File: src/rtl/vab_pkg.sv
package vab_pkg;

  localparam int COORD_BITS   = 16;
  localparam int FRAC_BITS    = 8;
  localparam int CORDIC_STEPS = 16;

  localparam int ANG_FRAC  = 24;
  localparam int TABLE_LEN = 24;
  localparam int OUT_W     = 16;

  // coordinate difference, CORDIC datapath, angle accumulator, direction
  localparam int DIFF_W = COORD_BITS + 1;
  localparam int XW     = DIFF_W + ANG_FRAC + 2;
  localparam int ZW     = 32;
  localparam int DW     = ANG_FRAC + 9;

  // lane: difference, magnitude, CORDIC steps, quadrant map; then two merge stages
  localparam int LANE_STG = CORDIC_STEPS + 3;
  localparam int NSTG     = LANE_STG + 2;

  localparam logic [DW-1:0] DEG_90  = DW'(90) << ANG_FRAC;
  localparam logic [DW-1:0] DEG_180 = DW'(180) << ANG_FRAC;
  localparam logic [DW-1:0] DEG_270 = DW'(270) << ANG_FRAC;
  localparam logic [DW-1:0] DEG_360 = DW'(360) << ANG_FRAC;
  localparam logic [OUT_W-1:0] ANGLE_MAX = OUT_W'(180) << FRAC_BITS;

  // atan(2^-i) in degrees, 24 fraction bits
  localparam logic signed [ZW-1:0] ATAN_TAB [TABLE_LEN] = '{
    32'sd754974720, 32'sd445687602, 32'sd235489088, 32'sd119537938,
    32'sd60000934,  32'sd30029717,  32'sd15018523,  32'sd7509720,
    32'sd3754917,   32'sd1877466,   32'sd938734,    32'sd469367,
    32'sd234684,    32'sd117342,    32'sd58671,     32'sd29335,
    32'sd14668,     32'sd7334,      32'sd3667,      32'sd1833,
    32'sd917,       32'sd458,       32'sd229,       32'sd115
  };

  typedef struct packed {
    logic dx_zero;
    logic dy_zero;
    logic dx_neg;
    logic dy_neg;
  } vec_flags_t;

  typedef struct packed {
    logic signed [XW-1:0] x;
    logic signed [XW-1:0] y;
    logic signed [ZW-1:0] z;
    vec_flags_t           flags;
  } cordic_t;

endpackage

File: src/rtl/vab_merge.sv
module vab_merge
  import vab_pkg::*;
(
  input  logic              clk_i,
  input  logic [1:0]        en_i,
  input  logic [DW-1:0]     p_dir_i,
  input  logic [DW-1:0]     q_dir_i,
  output logic [OUT_W-1:0]  angle_o
);

  logic signed [DW:0] diff;
  logic [DW-1:0]      dabs_d, dabs_q;
  logic [DW-1:0]      fold;
  logic [DW:0]        rnd;
  logic [OUT_W-1:0]   angle_q;

  always_comb begin
    diff   = signed'({1'b0, q_dir_i}) - signed'({1'b0, p_dir_i});
    dabs_d = diff[DW] ? DW'(-diff) : DW'(diff);
  end

  always_ff @(posedge clk_i) begin
    if (en_i[0]) begin
      dabs_q <= dabs_d;
    end
  end

  // fold past 180, round half up to output precision
  always_comb begin
    fold = (dabs_q > DEG_180) ? DEG_360 - dabs_q : dabs_q;
    rnd  = (DW+1)'(fold) + ((DW+1)'(1) << (ANG_FRAC - FRAC_BITS - 1));
  end

  always_ff @(posedge clk_i) begin
    if (en_i[1]) begin
      angle_q <= rnd[ANG_FRAC-FRAC_BITS +: OUT_W];
    end
  end

  assign angle_o = angle_q;

`ifndef SYNTHESIS
  // data registers carry no reset; unknown until the first beat arrives
  assert property (@(posedge clk_i) $isunknown(dabs_q) || (dabs_q <= DEG_360))
    else $error("merge: direction difference out of range");
`endif

endmodule

File: config.mk
export PLATFORM = sky130hd
export DESIGN_NAME = vab_merge
export DESIGN_NICKNAME = d
export VERILOG_FILES = /design/src/rtl/vab_pkg.sv /design/src/rtl/vab_merge.sv
export SDC_FILE = /design/constraint.sdc
export NUM_CORES = 1
export LEC_CHECK = 0
export ABC_AREA = 1
export BUFFER_PORTS_ARGS = -buffer_cell sky130_fd_sc_hd__clkbuf_2
export CAP_MARGIN = 10
export CORE_MARGIN = 4
export CORE_UTILIZATION = 30
export CTS_CLUSTER_DIAMETER = 200
export DETAILED_ROUTE_END_ITERATION = 6
export GPL_TIMING_DRIVEN = 0
export SYNTH_ARGS = -nofsm -noshare
export SYNTH_HDL_FRONTEND = slang
export SYNTH_SLANG_ARGS = --single-unit
File: constraint.sdc
create_clock -name clk_i -period 3.8 [get_ports clk_i]
set_input_delay 0.76 -clock clk_i [delete_from_list [all_inputs] [get_ports clk_i]]
set_output_delay 0.76 -clock clk_i [all_outputs]
set_load 0.05 [all_outputs]
* After elaboration in Yosys (flattened, before gate mapping)
Cells that the tools add are included.
W data, S select, Z words.
** Storage, ports and cells
- Flip-flop bits (word level) :: 49
- Input port bits :: 69
- Output and inout port bits :: 16
- Logic and storage cells :: 9
** Cells by class
- Add/sub/neg operators :: 4
- $lt $le $gt $ge :: 1
- Mux-type cells :: 2
** Operators with widths (number)
- $sub A33 B33 Y34 :: 1
- $gt A33 B32 Y1 const B :: 1
- $mux W33 :: 1
- $neg A33 Y33 :: 1
- $add A32 B16 Y32 const B :: 1
- $mux W32 :: 1
- $sub A31 B32 Y32 const A :: 1

* Longest topological paths before layout
- Depth after elaboration :: 3
- Gate-level depth with buffers :: 22
- Depth with buffers taken out :: 22

* Least setup slack after synthesis
OpenSTA, ideal clock, no wires.
- Path type :: input to register
- From :: input q_dir_i[0]
- To :: register dabs_q[28], data pin
- Library setup time :: 0.252 ns
- Arrival time :: 2.696 ns
- Required time :: 3.548 ns
- Slack :: 0.852 ns
- Stages :: 19
- Path buffers :: 0
- Path through :: inv_1 ha_1 inv_1 fa_1 inv_1 ha_1 inv_1 nor2_1 nand3_1 nor2_2 nand2_1 nor2_4 inv_2 nor2_1 nand3_1 nand2_2 nand2_1 nand2_1 nand2_1
** On the way
- Word-level cells in the longest chain between the ends :: 3
** Ends and longest elaborated chain
- from (decl) :: line vab_merge.sv:7 : input logic [DW-1:0] q_dir_i,
- $sub A33 B33 Y34 * :: line vab_merge.sv:18 : diff = signed'({1'b0, q_dir_i}) - signed'({1'b0, p_dir_i});
- $neg A33 Y33 :: line vab_merge.sv:19 : dabs_d = diff[DW] ? DW'(-diff) : DW'(diff);
- $mux W33 * :: line vab_merge.sv:19
- net dabs_d[28] :: line vab_merge.sv:12 : logic [DW-1:0] dabs_d, dabs_q;
- to (signal assigned) :: line vab_merge.sv:24 : dabs_q <= dabs_d;
- to (decl) :: line vab_merge.sv:12
Mark *: on every way through the listed nets, which the timed path passes. The rest lies on a longest branch.
A chain may end at the register's enable or synchronous reset.

* Worst setup path in the final report
- From :: input q_dir_i[0]
- To :: register dabs_q[32], data pin
Same word-level chain as after synthesis.

==> results by group <==
Clock tree
  – Clk sink count: 49
  – Clock Tree Root: clkbuf_16
  – Hold-fix buffers, CTS: 0
  – Worst-Skew Late Latency: 0.30 ns
  – Post-CTS resize count: 0
  – Maximum clock insertion buffer count: 2
  – H-tree depth: 2
  – Setup repair bufs after CTS: 0
  – CTS tree: done
  – TritonCTS buffer count: 5
  – Clk pin slew, worst setup/hold paths: 0.06 ns

Floorplanning
  – Core area: 22100 um^2
  – Die Wd: 159 um
  – Initial core utilization: 30.8%
  – Die area: 25100 um^2
  – Ports: 85
  – # rows: 54
  – Die height: 159 um

Hold path
  – Hold WC Path Type: flop to flop
  – Worst Hold Launch: dabs_q[31]

Setup path
  – Reg2reg end: angle_o[11]
  – Worst path max stage delay: 0.42 ns
  – Setup crit end: dabs_q[32]
  – Critical Path RT: 3.85 ns
  – Max FO, Critical Path: 4
  – Worst reg2reg setup slack: 1.09 ns
  – CP delay by family, top: simple AND/OR/NAND/NOR gates
  – Cells on worst reg2reg path: 17
  – CP Launch Type: input port
  – Critical path type: input port to flop
  – Most frequent CP cell: nand2_1
  – Worst setup path startpoint: q_dir_i[0]
  – Worst path cell trace: clkbuf_2 -> inv_1 -> ha_1 -> inv_1 -> fa_1 -> nand2_1 -> inv_1 -> nand2_1 -> nand2_2 -> nand2_1 -> nand2_1 -> nand2_1 -> nand3_1 -> xnor2_1 -> nand2_1 -> nor2_1 -> nand2_1 -> nand2_1 -> nand2_1 -> nand2_1 -> nand2_1
  – Crit. End Element: flop
  – Reg2reg start: dabs_q[15]
  – CP Depth: 21
  – CP arrival: 3.25 ns
  – Slowest CP cell: fa_1
  – Worst Path Buf+Inv: 4

STA
  – Slew margin rel.: 49.2%
  – Worst Tran Pin Value: 0.762 ns
  – Sum Neg Setup Slack: 0 ns
  – Fin Clk Skew: 0.00714 ns
  – Fmax: 312 MHz
  – Fin. max-slew vios: 0
  – Min cycle time layout: 3.21 ns
  – RSZ-0062 raised after global routing: no
  – Final Cycle Share: 84.4%
  – Hold Fails Final Rpt: 0
  – Setup violators final: 0

Detailed routing
  – WL per Instance: 10.8 um
  – Met1 WL: 8160 um
  – Drc violations: 0
  – Routed wl met3: 544 um
  – Detail Route Antenna Nets: 0
  – Via count: 6869
  – Via/cell ratio: 4.44
  – Top Layer Used: met4
  – Initial drt markers: 297
  – DRT Pass-1 Iters: 6
  – Met2 WL: 7660 um
  – Final wirelength: 16700 um

Synth
  – Sequential area share after synthesis: 21.6%
  – Mapped Area: 6800 um^2
  – Distinct cells, synth: 40
  – Top post-synthesis cells by area: nand2_1, edfxtp_1, inv_1
  – Post-Syn Nets: 1282
  – YS warnings: 0
  – Post-Syn Instances: 1176
  – Synth Register Bits: 49
  – Yosys top cell area share: 24.5%
  – Syn_area_per_cell: 5.78 um^2
  – Yosys top cell by area: nand2_1

Global route
  – Vias in the first global route: 6196
  – Grt total ovfl: 0
  – Global-route wire length before repair: 27600 um
  – Initial antenna violation count: 0
  – Gr usage total: 13.2%
  – Pin count of the biggest net entering global routing: 34

Final layout
  – Net count, final: 1373
  – Ratio of cells with drive above 1 in the final layout: 13.2%
  – Cell area after layout: 7770 um^2
  – Antenna fix cells: 0
  – Most frequent cells in the layout: nand2_1, inv_1, nor2_1
  – Non-filler instance count after layout: 1548
  – Fill cell count: 2426
  – P&R area growth vs syn: 14.2%
  – Most common cell after layout, fill and taps aside: nand2_1

Pwr
  – P_leak: 0.00435 uW
  – Final Power: 2870 uW
  – Power density over the cells: 369 nW/um^2
  – VDD IR max: 0.170 mV

Outcome
  – Status: finished clean

Placement
  – Post-DP Area: 7570 um^2
  – Port Buf Inserts: 84
  – Placer Congestion: 0.892
  – HPWL Detailed: 14500 um
  – Placed Instances: 1540

Run
  – Max Cap Viol: 0
[synth_stat cells]
cell      instances
o21bai_1          2
nand4_1          17
ha_1             36
nor2_8            1
o221ai_4          1
nor3_1           12
o21ai_4           1
o21ai_1           8
inv_4             1
xor2_1           24
nor3_4            1
nand2_2          19
inv_2            17
nor2_4            6
nand3_2           7
a31oi_1           1
clkinv_1          3
and2_1            3
or2_1             1
o211ai_1          1
nand3_1         106
o21ai_0           9
buf_2             3
edfxtp_1         49
a211oi_1          1
buf_6             1
fa_1              1
nand2_4           1
o21ai_2           2
nor2_1          123
nand2_8           1
inv_1           213
a21oi_1          26
nand3_4           1
o21a_1            2
nand2_1         444
xnor2_1           7
nor2_2           13
a21boi_0          1
nand3b_1         10
[logic make-up after synthesis]
logic type | count (synthesis) | share of synthesized area (%)
simple gates | 766 | 49.2
buf+inv | 238 | 13.3
compound gates | 55 | 4.91
flops | 49 | 21.6
fa+ha+maj | 37 | 6.92
xor+xnor | 31 | 3.99
[power breakdown]
| group | internal [uW] | switching (uW) |
|---|---|---|
| Clock | 379 | 198 |
| Sequential | 762 | 73.9 |
| Combinational | 454 | 998 |
| Total | 1600 | 1270 |
[routing by layer]
layer	track usage, %	vias up
li1	-	3818
met1	17.3	2894
met2	23.2	136
met3	1.17	21
met4	3.45	0
met5	0	-
[worst min path at each step]
stage                     slack, ns  cells after the start     endpoint
after floorplan                0.65                      4  angle_o[15]
after global placement         0.72                      4  angle_o[15]
after detailed placement       0.77                      4  angle_o[15]
after CTS                      0.79                      4  angle_o[15]
after global routing           0.85                      4  angle_o[15]
final                          0.76                      4  angle_o[15]
[layout make-up]
| class | instances | area, um^2 | share of cell area (%) |
|---|---|---|---|
| Multi-Input combinational cell | 889 | 4420 | 57.0 |
| Sequential cell | 49 | 1470 | 18.9 |
| Inverter | 234 | 881 | 11.3 |
| Timing Repair Buffer | 84 | 420 | 5.41 |
| Tap cell | 280 | 350 | 4.51 |
| Clock buffer | 5 | 125 | 1.61 |
| Clock inverter | 3 | 68.8 | 0.886 |
| Buffer | 4 | 26.3 | 0.338 |
[through the flow]
step / utilization, % / hold WS (ns) / worst slack [ns]
floorplan: - / 0.650 / 0.852
global placement: 34.3 / 0.724 / 0.285
detailed placement: 34.3 / 0.765 / 0.278
CTS: 35.2 / 0.786 / 0.580
global route: 35.2 / 0.851 / 0.265
finish: 35.2 / 0.764 / 0.594
[flip-flops by register name, indices dropped and copies added, names as in the netlist]
register,cells
angle_o,16
dabs_q,33
[worst min-delay path, cell delays in order (launching register included)]
cell      delay [ns]
edfxtp_1        0.39
nand2_1         0.07
nand2_1         0.07
nand2_1         0.06
nand2_1         0.06
Power figures use the tool's default switching activity.
